==> src/bpf_pkg.sv <==
// Shared types, constants and byte classifiers for the bracketed packet framer.
// No dependencies.
package bpf_pkg;

  localparam int COUNT_WIDTH_DEF = 32;
  localparam int OUT_COUNT_W     = 32;
  localparam int NUM_NAMES       = 7;

  localparam logic [7:0] CH_OPEN  = 8'h5B; // '['
  localparam logic [7:0] CH_CLOSE = 8'h5D; // ']'
  localparam logic [7:0] CH_E     = 8'h65; // 'e'
  localparam logic [7:0] CH_N     = 8'h6E; // 'n'
  localparam logic [7:0] CH_D     = 8'h64; // 'd'

  typedef enum logic [3:0] {
    ST_SKIP  = 4'd0,
    ST_OPEN  = 4'd1,
    ST_TYPE  = 4'd2,
    ST_TGAP  = 4'd3,
    ST_ARGS  = 4'd4,
    ST_BODY0 = 4'd5,
    ST_BODY  = 4'd6,
    ST_E1    = 4'd7,
    ST_E2    = 4'd8,
    ST_E3    = 4'd9,
    ST_E4    = 4'd10
  } state_t;

  typedef enum logic [2:0] {
    ROLE_OUT  = 3'd0,
    ROLE_TYPE = 3'd1,
    ROLE_HDR  = 3'd2,
    ROLE_ARG  = 3'd3,
    ROLE_BODY = 3'd4,
    ROLE_END  = 3'd5
  } role_t;

  localparam logic [2:0] TYPE_UNKNOWN = 3'd0;

  typedef struct packed {
    logic restart;
    logic letter;
  } nm_ctl_t;

  localparam logic [7:0] KNOWN_NAME [NUM_NAMES][8] = '{
    '{"r", "d", "a", "t", "a", 8'h00, 8'h00, 8'h00},
    '{"f", "d", "a", "t", "a", 8'h00, 8'h00, 8'h00},
    '{"f", "d", "e", "l", "t", "a", 8'h00, 8'h00},
    '{"r", "c", "e", "r", "t", 8'h00, 8'h00, 8'h00},
    '{"p", "u", "b", "k", "e", "y", 8'h00, 8'h00},
    '{"k", "e", "y", "p", "a", "i", "r", 8'h00},
    '{"p", "r", "i", "v", "k", "e", "y", 8'h00}
  };

  localparam logic [3:0] KNOWN_LEN [NUM_NAMES] = '{
    4'd5, 4'd5, 4'd6, 4'd5, 4'd6, 4'd7, 4'd7
  };

  function automatic logic is_letter(input logic [7:0] c);
    return (c >= 8'h41 && c <= 8'h5A) || (c >= 8'h61 && c <= 8'h7A);
  endfunction

  function automatic logic is_ws(input logic [7:0] c);
    return (c == 8'h20) || (c >= 8'h09 && c <= 8'h0D);
  endfunction

endpackage

==> src/bracketed_packet_framer_unit.sv <==
// Bracketed packet framer top level: input register, framer, counter, result register.
// Depends on bpf_pkg, bpf_name_match and bpf_fsm.
//
// Usage:
//   Input channel in_valid/in_stall/in_byte carries one text byte per transaction.
//   Result channel out_valid/out_stall carries exactly one result per input byte:
//   out_byte_role, out_frame_done, out_frame_type, out_frame_abort, out_known_count.
//   Packets have the form '[type args]body[end]'; the type name is matched against
//   seven known names one letter at a time, and completed known packets are counted
//   in a COUNT_WIDTH-bit saturating counter (low 32 bits shown).
// Path: a byte is held in the input register, then its result in the result register.
// Throughput: one byte per cycle unless stalled; the framer state is a single register
//   updated by one level of decode logic, so consecutive bytes follow with no gap.
// Stall: out_stall holds the result register; the input register still takes one
//   more byte, after which in_stall is raised until the result is taken.
// Reset: synchronous, active low; framer returns to skipping, the name matcher
//   to all names possible, the counter to zero, and both channels empty.
module bracketed_packet_framer_unit #(
  parameter int COUNT_WIDTH = bpf_pkg::COUNT_WIDTH_DEF
) (
  input  logic       clk,
  input  logic       rst_n,
  input  logic       in_valid,
  output logic       in_stall,
  input  logic [7:0] in_byte,
  output logic       out_valid,
  input  logic       out_stall,
  output logic [2:0] out_byte_role,
  output logic       out_frame_done,
  output logic [2:0] out_frame_type,
  output logic       out_frame_abort,
  output logic [31:0] out_known_count
);

  logic                   in_valid_r;
  logic [7:0]             in_byte_r;
  logic                   step;
  logic                   in_take;

  logic                   out_valid_r;
  logic [2:0]             role_r;
  logic                   done_r;
  logic [2:0]             type_r;
  logic                   abort_r;
  logic [31:0]            known_r;

  bpf_pkg::role_t         role;
  logic                   done;
  logic                   abort_flag;
  bpf_pkg::nm_ctl_t       nm_ctl;
  logic [2:0]             match_type;
  logic [2:0]             frame_type;

  logic [COUNT_WIDTH-1:0] count_r, count_nxt;
  logic [31:0]            count_out;

  assign step     = in_valid_r && (!out_valid_r || !out_stall);
  assign in_stall = in_valid_r && out_valid_r && out_stall;
  assign in_take  = in_valid && !in_stall;

  always_ff @(posedge clk) begin
    if (!rst_n) begin
      in_valid_r <= 1'b0;
    end else if (in_take) begin
      in_valid_r <= 1'b1;
    end else if (step) begin
      in_valid_r <= 1'b0;
    end
  end

  always_ff @(posedge clk) begin
    if (in_take) in_byte_r <= in_byte;
  end

  bpf_fsm u_fsm (
    .clk        (clk),
    .rst_n      (rst_n),
    .step       (step),
    .data       (in_byte_r),
    .role       (role),
    .done       (done),
    .abort_flag (abort_flag),
    .nm_ctl     (nm_ctl)
  );

  bpf_name_match u_name_match (
    .clk        (clk),
    .rst_n      (rst_n),
    .step       (step),
    .ctl        (nm_ctl),
    .data       (in_byte_r),
    .match_type (match_type)
  );

  assign frame_type = done ? match_type : bpf_pkg::TYPE_UNKNOWN;

  always_comb begin
    count_nxt = count_r;
    if (done && frame_type != bpf_pkg::TYPE_UNKNOWN && count_r != '1)
      count_nxt = count_r + COUNT_WIDTH'(1);
  end

  always_ff @(posedge clk) begin
    if (!rst_n) count_r <= '0;
    else if (step) count_r <= count_nxt;
  end

  generate
    if (COUNT_WIDTH >= bpf_pkg::OUT_COUNT_W) begin : g_cnt_trunc
      assign count_out = count_nxt[31:0];
    end else begin : g_cnt_ext
      assign count_out = {{(bpf_pkg::OUT_COUNT_W - COUNT_WIDTH){1'b0}}, count_nxt};
    end
  endgenerate

  always_ff @(posedge clk) begin
    if (!rst_n) begin
      out_valid_r <= 1'b0;
    end else if (step) begin
      out_valid_r <= 1'b1;
    end else if (!out_stall) begin
      out_valid_r <= 1'b0;
    end
  end

  always_ff @(posedge clk) begin
    if (step) begin
      role_r  <= role;
      done_r  <= done;
      type_r  <= frame_type;
      abort_r <= abort_flag;
      known_r <= count_out;
    end
  end

  assign out_valid       = out_valid_r;
  assign out_byte_role   = role_r;
  assign out_frame_done  = done_r;
  assign out_frame_type  = type_r;
  assign out_frame_abort = abort_r;
  assign out_known_count = known_r;

  a_done_is_end: assert property (@(posedge clk) disable iff (!rst_n)
    out_valid_r && done_r |-> role_r == bpf_pkg::ROLE_END)
    else $error("frame_done without end-marker role");

  a_abort_is_outside: assert property (@(posedge clk) disable iff (!rst_n)
    out_valid_r && abort_r |-> role_r == bpf_pkg::ROLE_OUT && !done_r)
    else $error("abort with non-outside role or done");

  a_type_needs_done: assert property (@(posedge clk) disable iff (!rst_n)
    out_valid_r && !done_r |-> type_r == bpf_pkg::TYPE_UNKNOWN)
    else $error("frame_type set without frame_done");

  a_stall_when_full: assert property (@(posedge clk) disable iff (!rst_n)
    in_stall |-> in_valid_r && out_valid_r && !step)
    else $error("input stalled with room in the pipeline");

endmodule

==> src/bpf_name_match.sv <==
// Incremental type-name matcher: match mask and letter position registers.
// Depends on bpf_pkg.
module bpf_name_match (
  input  logic             clk,
  input  logic             rst_n,
  input  logic             step,
  input  bpf_pkg::nm_ctl_t ctl,
  input  logic [7:0]       data,
  output logic [2:0]       match_type
);

  logic [bpf_pkg::NUM_NAMES-1:0] mask_r, mask_nxt, keep;
  logic [3:0]                    pos_r, pos_nxt;

  always_comb begin
    for (int i = 0; i < bpf_pkg::NUM_NAMES; i++) begin
      keep[i] = (pos_r < bpf_pkg::KNOWN_LEN[i]) &&
                (bpf_pkg::KNOWN_NAME[i][pos_r[2:0]] == data);
    end
  end

  always_comb begin
    mask_nxt = mask_r;
    pos_nxt  = pos_r;
    if (ctl.restart) begin
      mask_nxt = '1;
      pos_nxt  = 4'd0;
    end else if (ctl.letter) begin
      mask_nxt = mask_r & keep;
      if (pos_r != 4'hF) pos_nxt = pos_r + 4'd1;
    end
  end

  always_ff @(posedge clk) begin
    if (!rst_n) begin
      mask_r <= '1;
      pos_r  <= 4'd0;
    end else if (step) begin
      mask_r <= mask_nxt;
      pos_r  <= pos_nxt;
    end
  end

  // first matching name wins
  always_comb begin
    match_type = bpf_pkg::TYPE_UNKNOWN;
    for (int i = bpf_pkg::NUM_NAMES - 1; i >= 0; i--) begin
      if (mask_r[i] && pos_r == bpf_pkg::KNOWN_LEN[i]) match_type = 3'(i + 1);
    end
  end

endmodule

==> src/bpf_fsm.sv <==
// Eleven-state packet framer: state register, byte role and abort decode.
// Depends on bpf_pkg.
module bpf_fsm (
  input  logic              clk,
  input  logic              rst_n,
  input  logic              step,
  input  logic [7:0]        data,
  output bpf_pkg::role_t    role,
  output logic              done,
  output logic              abort_flag,
  output bpf_pkg::nm_ctl_t  nm_ctl
);

  bpf_pkg::state_t state_r, state_nxt;
  logic            letter, ws, is_open, is_close;

  assign letter   = bpf_pkg::is_letter(data);
  assign ws       = bpf_pkg::is_ws(data);
  assign is_open  = (data == bpf_pkg::CH_OPEN);
  assign is_close = (data == bpf_pkg::CH_CLOSE);

  always_comb begin
    state_nxt = bpf_pkg::ST_SKIP;
    case (state_r)
      bpf_pkg::ST_OPEN: begin
        if (letter) state_nxt = bpf_pkg::ST_TYPE;
      end
      bpf_pkg::ST_TYPE: begin
        if (letter) state_nxt = bpf_pkg::ST_TYPE;
        else if (ws) state_nxt = bpf_pkg::ST_TGAP;
      end
      bpf_pkg::ST_TGAP: begin
        if (ws) state_nxt = bpf_pkg::ST_TGAP;
        else if (!is_close) state_nxt = bpf_pkg::ST_ARGS;
      end
      bpf_pkg::ST_ARGS: begin
        state_nxt = is_close ? bpf_pkg::ST_BODY0 : bpf_pkg::ST_ARGS;
      end
      bpf_pkg::ST_BODY0: begin
        if (!is_open && !is_close) state_nxt = bpf_pkg::ST_BODY;
      end
      bpf_pkg::ST_BODY: begin
        if (is_open) state_nxt = bpf_pkg::ST_E1;
        else if (!is_close) state_nxt = bpf_pkg::ST_BODY;
      end
      bpf_pkg::ST_E1: begin
        if (data == bpf_pkg::CH_E) state_nxt = bpf_pkg::ST_E2;
      end
      bpf_pkg::ST_E2: begin
        if (data == bpf_pkg::CH_N) state_nxt = bpf_pkg::ST_E3;
      end
      bpf_pkg::ST_E3: begin
        if (data == bpf_pkg::CH_D) state_nxt = bpf_pkg::ST_E4;
      end
      bpf_pkg::ST_E4: begin
        state_nxt = bpf_pkg::ST_SKIP;
      end
      default: begin
        if (is_open) state_nxt = bpf_pkg::ST_OPEN;
      end
    endcase
  end

  always_comb begin
    role           = bpf_pkg::ROLE_OUT;
    done           = 1'b0;
    abort_flag     = 1'b0;
    nm_ctl.restart = 1'b0;
    nm_ctl.letter  = 1'b0;
    case (state_r)
      bpf_pkg::ST_OPEN: begin
        if (letter) begin
          role          = bpf_pkg::ROLE_TYPE;
          nm_ctl.letter = 1'b1;
        end else abort_flag = 1'b1;
      end
      bpf_pkg::ST_TYPE: begin
        if (letter) begin
          role          = bpf_pkg::ROLE_TYPE;
          nm_ctl.letter = 1'b1;
        end else if (ws) role = bpf_pkg::ROLE_HDR;
        else abort_flag = 1'b1;
      end
      bpf_pkg::ST_TGAP: begin
        if (ws) role = bpf_pkg::ROLE_HDR;
        else if (!is_close) role = bpf_pkg::ROLE_ARG;
        else abort_flag = 1'b1;
      end
      bpf_pkg::ST_ARGS: begin
        role = is_close ? bpf_pkg::ROLE_HDR : bpf_pkg::ROLE_ARG;
      end
      bpf_pkg::ST_BODY0: begin
        if (!is_open && !is_close) role = bpf_pkg::ROLE_BODY;
        else abort_flag = 1'b1;
      end
      bpf_pkg::ST_BODY: begin
        if (is_open) role = bpf_pkg::ROLE_END;
        else if (is_close) abort_flag = 1'b1;
        else role = bpf_pkg::ROLE_BODY;
      end
      bpf_pkg::ST_E1: begin
        if (data == bpf_pkg::CH_E) role = bpf_pkg::ROLE_END;
        else abort_flag = 1'b1;
      end
      bpf_pkg::ST_E2: begin
        if (data == bpf_pkg::CH_N) role = bpf_pkg::ROLE_END;
        else abort_flag = 1'b1;
      end
      bpf_pkg::ST_E3: begin
        if (data == bpf_pkg::CH_D) role = bpf_pkg::ROLE_END;
        else abort_flag = 1'b1;
      end
      bpf_pkg::ST_E4: begin
        if (is_close) begin
          role = bpf_pkg::ROLE_END;
          done = 1'b1;
        end else abort_flag = 1'b1;
      end
      default: begin
        if (is_open) begin
          role           = bpf_pkg::ROLE_HDR;
          nm_ctl.restart = 1'b1;
        end
      end
    endcase
  end

  always_ff @(posedge clk) begin
    if (!rst_n) state_r <= bpf_pkg::ST_SKIP;
    else if (step) state_r <= state_nxt;
  end

endmodule
==> config.mk <==
export PLATFORM = sky130hd
export DESIGN_NAME = bracketed_packet_framer_unit
export DESIGN_NICKNAME = d
export VERILOG_FILES = /design/src/bpf_pkg.sv /design/src/bracketed_packet_framer_unit.sv /design/src/bpf_name_match.sv /design/src/bpf_fsm.sv
export SDC_FILE = /design/constraint.sdc
export NUM_CORES = 1
export LEC_CHECK = 0
export ABC_AREA = 0
export BUFFER_PORTS_ARGS = -buffer_cell sky130_fd_sc_hd__clkbuf_2
export CORE_MARGIN = 2
export CORE_UTILIZATION = 60
export DETAILED_ROUTE_END_ITERATION = 8
export GPL_TIMING_DRIVEN = 0
export HOLD_SLACK_MARGIN = 0.08
export PLACE_DENSITY = 0.8
export SETUP_SLACK_MARGIN = 0.3
export SLEW_MARGIN = 25
export SYNTH_ARGS = -nofsm -noshare
export SYNTH_HDL_FRONTEND = slang
export SYNTH_SLANG_ARGS = --single-unit
==> constraint.sdc <==
create_clock -name clk -period 4.65 [get_ports clk]
set_input_delay 1.395 -clock clk [delete_from_list [all_inputs] [get_ports clk]]
set_output_delay 1.395 -clock clk [all_outputs]
set_load 0.05 [all_outputs]
Word-level counts from Yosys, hierarchy flattened --
Memory sizes are Yosys's and may differ from the RTL's. Index checks and enable logic that the tools add are counted.
Word-level totals: flip-flop bits (word level) 97, ROM bits 448, bits of input ports 12, logic and storage cells 180, memories 7
Memory list:
- (name not given) | words 8, width 8, rd ports 1, clocked after Yosys merged registers in 0, wr ports 0, line bpf_name_match.sv:18 | (bpf_pkg::KNOWN_NAME[i][pos_r[2:0]] == data);
- (name not given) | words 8, width 8, rd ports 1, clocked after Yosys merged registers in 0, wr ports 0, line bpf_name_match.sv:18
- (name not given) | words 8, width 8, rd ports 1, clocked after Yosys merged registers in 0, wr ports 0, line bpf_name_match.sv:18
- (name not given) | words 8, width 8, rd ports 1, clocked after Yosys merged registers in 0, wr ports 0, line bpf_name_match.sv:18
- (name not given) | words 8, width 8, rd ports 1, clocked after Yosys merged registers in 0, wr ports 0, line bpf_name_match.sv:18
- (name not given) | words 8, width 8, rd ports 1, clocked after Yosys merged registers in 0, wr ports 0, line bpf_name_match.sv:18
- +1 memories
Cells by class: add/sub/neg operators 2, order comparisons 10, equality and inequality tests 29, multiplexer cells 78, bitwise logic cells 2, reduce and logical (&&, ||, !) cells 40
Operators with widths (count):
- $mux 8 | 14
- $mux 3 | 20
- $eq 8x8->1 | 7
- $eq 8x7->1 const B | 5
- $pmux 4 s10 | 1
- $mux 4 | 9
- $add 32x1->32 const B | 1
- $mux 32 | 1
- $ne 32x32->1 const B | 1
- $pmux 3 s10 | 1
- $eq 4x3->1 const B | 7
- $logic_and 1x1->1 | 24
- $mux 1 | 24
- $ge 8x7->1 const B | 2
- $le 8x7->1 const B | 2
- $mux 7 | 2
- $eq 4x4->1 const B | 3
- $lt 4x3->1 const B | 3
- $mux 2 | 5
- $reduce_or 10->1 | 1
- $pmux 1 s9 | 1
- $eq 4x2->1 const B | 2
- $eq 8x6->1 const B | 1
- $ge 8x4->1 const B | 1
- other kinds (15) | 23

Depth between registers and ports, before layout --
depth after elaboration 14, mapped depth 12

Cells and area by module --
A second synthesis with hierarchy kept.
Second synthesis, totals: cells, all modules 649, area, all modules 5944.5 um^2
Modules (own cells, without submodules):
- bracketed_packet_framer_unit | times used 1, cells an instance 335, area an instance 3648.5 um^2, sequential area each 2122.0 um^2
- bpf_name_match | times used 1, cells an instance 191, area an instance 1462.7 um^2, sequential area each 220.2 um^2
- bpf_fsm | times used 1, cells an instance 123, area an instance 833.3 um^2, sequential area each 80.1 um^2

Worst setup path before layout --
No wires, ideal clock.
path type input -> register, from input port out_stall, to register u_name_match.pos_r[3], setup time 0.130 ns, data arrival time 3.607 ns, slack 0.913 ns, stages 7, buffers on the path 1, cell sequence nand2_1 nand2_1 clkinv_1 clkbuf_1 o211ai_1 xor2_1 nor2_1
On the way: cells in the longest elaborated chain, start to end 4
Ends and longest elaborated chain:
- from (decl) | line bracketed_packet_framer_unit.sv:27 | input logic out_stall,
- $logic_not 1->1
- $logic_or 1x1->1 | line bracketed_packet_framer_unit.sv:57 | assign step = in_valid_r && (!out_valid_r || !out_stall);
- $logic_and 1x1->1 | line bracketed_packet_framer_unit.sv:57
- via step | line bracketed_packet_framer_unit.sv:37 | logic step;
- $reduce_and 3->1 (no line)
- to (signal assigned) | line bpf_name_match.sv:40 | pos_r <= pos_nxt;
- to (decl) | line bpf_name_match.sv:13 | logic [3:0] pos_r, pos_nxt;
The timed path passes the listed nets, and every way through them passes these cells. A chain may end at the register's enable or synchronous reset.

Final worst setup path --
from register u_name_match.pos_r[1], to register known_r[1], in the netlist out_known_count[1] (data pin)
On the way: cells in the longest elaborated chain, start to end 14
Ends and longest elaborated chain:
- $eq 4x3->1 | line bpf_name_match.sv:48 | if (mask_r[i] && pos_r == bpf_pkg::KNOWN_LEN[i]) match_type = 3'(i + 1);
- $logic_and 1x1->1 | line bpf_name_match.sv:48
- $mux 3 (6 in series) | line bpf_name_match.sv:48
- $mux 3 * | line bpf_name_match.sv:48
- $mux 3 * | line bracketed_packet_framer_unit.sv:95 | assign frame_type = done ? match_type : bpf_pkg::TYPE_UNKNOWN;
- $reduce_bool 3->1 * | line bracketed_packet_framer_unit.sv:99 | if (done && frame_type != bpf_pkg::TYPE_UNKNOWN && count_r != '1)
- $logic_and 1x1->1 * (2 in series) | line bracketed_packet_framer_unit.sv:99
- $mux 32 * | line bracketed_packet_framer_unit.sv:99
- via count_nxt[1] | line bracketed_packet_framer_unit.sv:54 | logic [COUNT_WIDTH-1:0] count_r, count_nxt;
- to (signal assigned) | line bracketed_packet_framer_unit.sv:132 | known_r <= count_out;
- to (decl) | line bracketed_packet_framer_unit.sv:45 | logic [31:0] known_r;
The timed path passes the listed nets; every way through them passes the cells marked *.

==> flow_summary.ini <==
[clock_tree]
post_cts_buffers = 0
cts.path.max_buffers = 2
cts_resized = 0
ctsHoldBuffers = 0
cts_sinks = 97
ctsRootBufferMaster = clkbuf_8
cts_tree = done
cts_buffers = 9
clock_latency_ns = 0.38
htreeDepth = 3
clk_pin_slew_ns = 0.11

[die]
core_um2 = 9330
dieArea_um2 = 10500
die_w_um = 102
rows = 35
ios = 54
initial_core_util_pct = 62.3
die_height_um = 102

[global_routing]
grtUsageTotal_pct = 29.6
grt_antenna_before_repair = 0
grt-ovfl-total = 0
grt_max_degree = 50
grt_pass1_vias = 4933
grt_pass1_wl_um = 24500

[timing]
relSlewSlack_pct = 49.1
fmax_mhz = 266
finalSetupTns_ns = 0
tightest_slew_ns = 0.758
clock_skew_ns = 0.0139
setup_viol = 0
hold_violations = 0
finalCriticalPeriod_ns = 3.77
min_period_over_period_pct = 81.0
slew_viol_final = 0
rsz0062_at_grt = false

[detailed_routing]
wl_um = 15100
drt_drc_violations_left = 0
wire_per_inst_um = 17.8
drt-pass1-iter-count = 8
viasPerCell = 6.42
vias = 5476
drt-initial-drc-count = 498
route.antenna.remaining_nets = 0

[synth]
yosys_warnings = 0
yosys-top-cells-area = edfxtp_1 25%, dfxtp_1 17%, xor2_1 5.4%
syn_inst = 654
synth-seq-cells = 97
postSynthAreaPerCell_um2 = 8.89
ys_seq_area_share_pct = 41.7
syn_nets = 674
yosysTopAreaCell = edfxtp_1
ys_types = 75
synth_ff_type = dfxtp_1
synth_top_area_share_pct = 24.8
syn-cell-area_um2 = 5810
synthArstFlopShare_pct = 0
synth-edff-count = 48

[layout]
final_nets = 739
fin_cells = 853
area_growth_syn_to_layout_pct = 11.3
drive_gt1_share_pct = 13.0
antenna_cells = 0
fin_util_pct = 69.3
fill_cells = 770

[pwr]
power_leakage_nw = 2.32
p_seq_share_pct = 54.3
clkPwrFrac_pct = 35.7
power_mw = 1.71
max-vdd-ir-drop_v = 0.000151
power.switching_mw = 0.486
swShare_pct = 28.5
power_density_nw_per_um2 = 264
p_int_mw = 1.22
comb_power_share_pct = 10.0

[placed_design]
place_congestion = 0.923
portBuffers = 53
dp_hpwl_um = 10600
place_inst = 836

[worst_hold_path]
holdPathEnd = u_name_match.mask_r[2]$_SDFFE_PN1P_
hold_depth = 2
hp-class = reg -> reg
worstHoldStart = u_name_match.mask_r[2]$_SDFFE_PN1P_

[outcome]
status = finished, final reports clean

[flow_run]
cap_viol_max_count = 0

[setup_path]
end_kind = register
worstSetupPathType = reg -> reg
timing.rr.end = out_known_count[1]$_DFFE_PP_
path_max_fanout = 10
r2r_slack_ns = 0.88
r2r-start = u_name_match.pos_r[1]$_SDFFE_PN0P_
cp_slowest_cell = dfxtp_1
cp_data_arrival_time_ns = 3.90
reg2reg_depth = 10
worstPathCellList = clkbuf_1 > inv_1 > ha_1 > buf_2 > and4b_1 > nor4_1 > a32oi_1 > buf_4 > nor2_1 > mux2_2
start_kind = register
slowest_delay_ns = 0.48
critPathRequiredTime_ns = 4.78
placed cells by master (no fill, tap or decap), types with 3 or more instances in the layout:
cell	synthesis	layout
or4_1	8	8
nor4_1	11	11
nor2b_1	11	11
edfxtp_1	48	48
o31ai_1	7	7
a21boi_0	3	3
inv_6	0	3
nand2_1	57	57
o311ai_0	4	4
o21ai_0	35	35
mux2i_1	6	6
nor2_1	63	63
a211oi_1	4	4
nand2b_1	10	10
dfxtp_1	49	49
nor3_1	16	16
clkbuf_2	0	53
nand4_1	20	20
xor2_1	36	36
clkbuf_8	0	9
buf_1	5	5
clkbuf_1	27	26
a31oi_1	6	6
a311oi_1	4	4
buf_2	6	6
and3_1	13	13
and4_1	4	4
ha_1	8	8
buf_4	2	3
xnor2_1	24	24
a21o_1	3	3
or3_1	18	18
inv_1	13	13
a21oi_1	48	48
o211ai_1	6	6
nand3_1	25	25
cells in the mapped netlist, drive strengths merged (6+ instances only):
cell and n:
clkbuf 27, inv 13, xnor2 25, buf 13, or3 18, o21ai 37, nand2 57, nor3 19
mux2i 6, nor2 63, nand2b 11, nor4 13, o211ai 6, o31ai 7, or4 9, and3 13
ha 8, nor2b 11, nand3 25, dfxtp 49, a31oi 6, nand4 20, edfxtp 48, a21oi 49
xor2 36
metrics by stage:
step           hold slack, ns  setup slack (ns)  cell area, um^2
5_1_grt                 0.526             0.779             6470
6_report                0.510             0.884             6470
2_1_floorplan           0.451             0.913             5810
4_1_cts                 0.502             0.791             6460
3_5_place_dp            0.486             0.748             6240
3_3_place_gp            0.464           -0.0858             6240
power by group through the flow:
stage                     clock (mW)  combinational, mW  sequential, mW
final                          0.610              0.170           0.926
after global routing           0.641              0.182           0.929
after CTS                      0.607              0.169           0.926
after detailed placement           0              0.168           0.945
after global placement             0              0.166           0.946
after floorplan                    0             0.0664            1.00
registers in the layout, indices dropped and copies added, names as in the netlist, 3 cells and up:
name,count
in_byte_r,8
u_name_match.pos_r,4
out_known_count,32
u_fsm.state_r,4
out_frame_type,3
u_name_match.mask_r,7
out_byte_role,3
count_r,32
critical path: cells and delay by family, from the launching register on:
family,cells,cell delay [ns]
buf+inv,4,1.06
simple gates,3,1.03
flops,1,0.48
mux,1,0.39
compound gates,1,0.29
fa+ha+maj,1,0.27
kinds of logic after synthesis:
group / count (synthesis) / share of synthesized area, %
xor+xnor: 61 / 9.32
mux: 8 / 1.42
buf+inv: 54 / 3.75
flops: 97 / 41.7
simple gates: 279 / 25.9
compound gates: 147 / 16.3
fa+ha+maj: 8 / 1.72
routing by layer:
| metal | global-route usage [%] | routed length (um) | share of wire (%) | vias to the layer above |
|---|---|---|---|---|
| met1 | 44.1 | 6570 | 43 | 2571 |
| met4 | 9.13 | 279 | 1.8 | 0 |
| met5 | 0 | 0 | 0 | - |
| met3 | 4.38 | 1630 | 11 | 30 |
| li1 | - | - | - | 2537 |
| met2 | 44.4 | 6670 | 44 | 338 |
worst max path at each step:
stage / cells after the start / slack [ns] / endpoint / startpoint
floorplan: 7 / 0.91 / u_name_match.pos_r[3]$_SDFFE_PN0P_ / out_stall
global placement: 8 / -0.09 / u_name_match.pos_r[3]$_SDFFE_PN0P_ / out_stall
detailed placement: 10 / 0.75 / count_r[15]$_SDFFE_PN0P_ / out_stall
CTS: 9 / 0.79 / out_known_count[1]$_DFFE_PP_ / u_name_match.pos_r[1]$_SDFFE_PN0P_
global route: 12 / 0.78 / count_r[16]$_SDFFE_PN0P_ / u_name_match.pos_r[1]$_SDFFE_PN0P_
finish: 10 / 0.88 / out_known_count[1]$_DFFE_PP_ / u_name_match.pos_r[1]$_SDFFE_PN0P_
final cells by class:
type	instances	area (um^2)	share of cell area [%]
inverters	14	52.6	0.812
clock buffers	9	124	1.91
multi-input cells	503	3170	49.1
flip-flops and latches	97	2420	37.4
plain buffers	40	169	2.61
well taps	129	161	2.50
repair buffers	54	273	4.22
clock inverters	7	92.6	1.43
No activity file was read; power rests on OpenSTA's default activity.
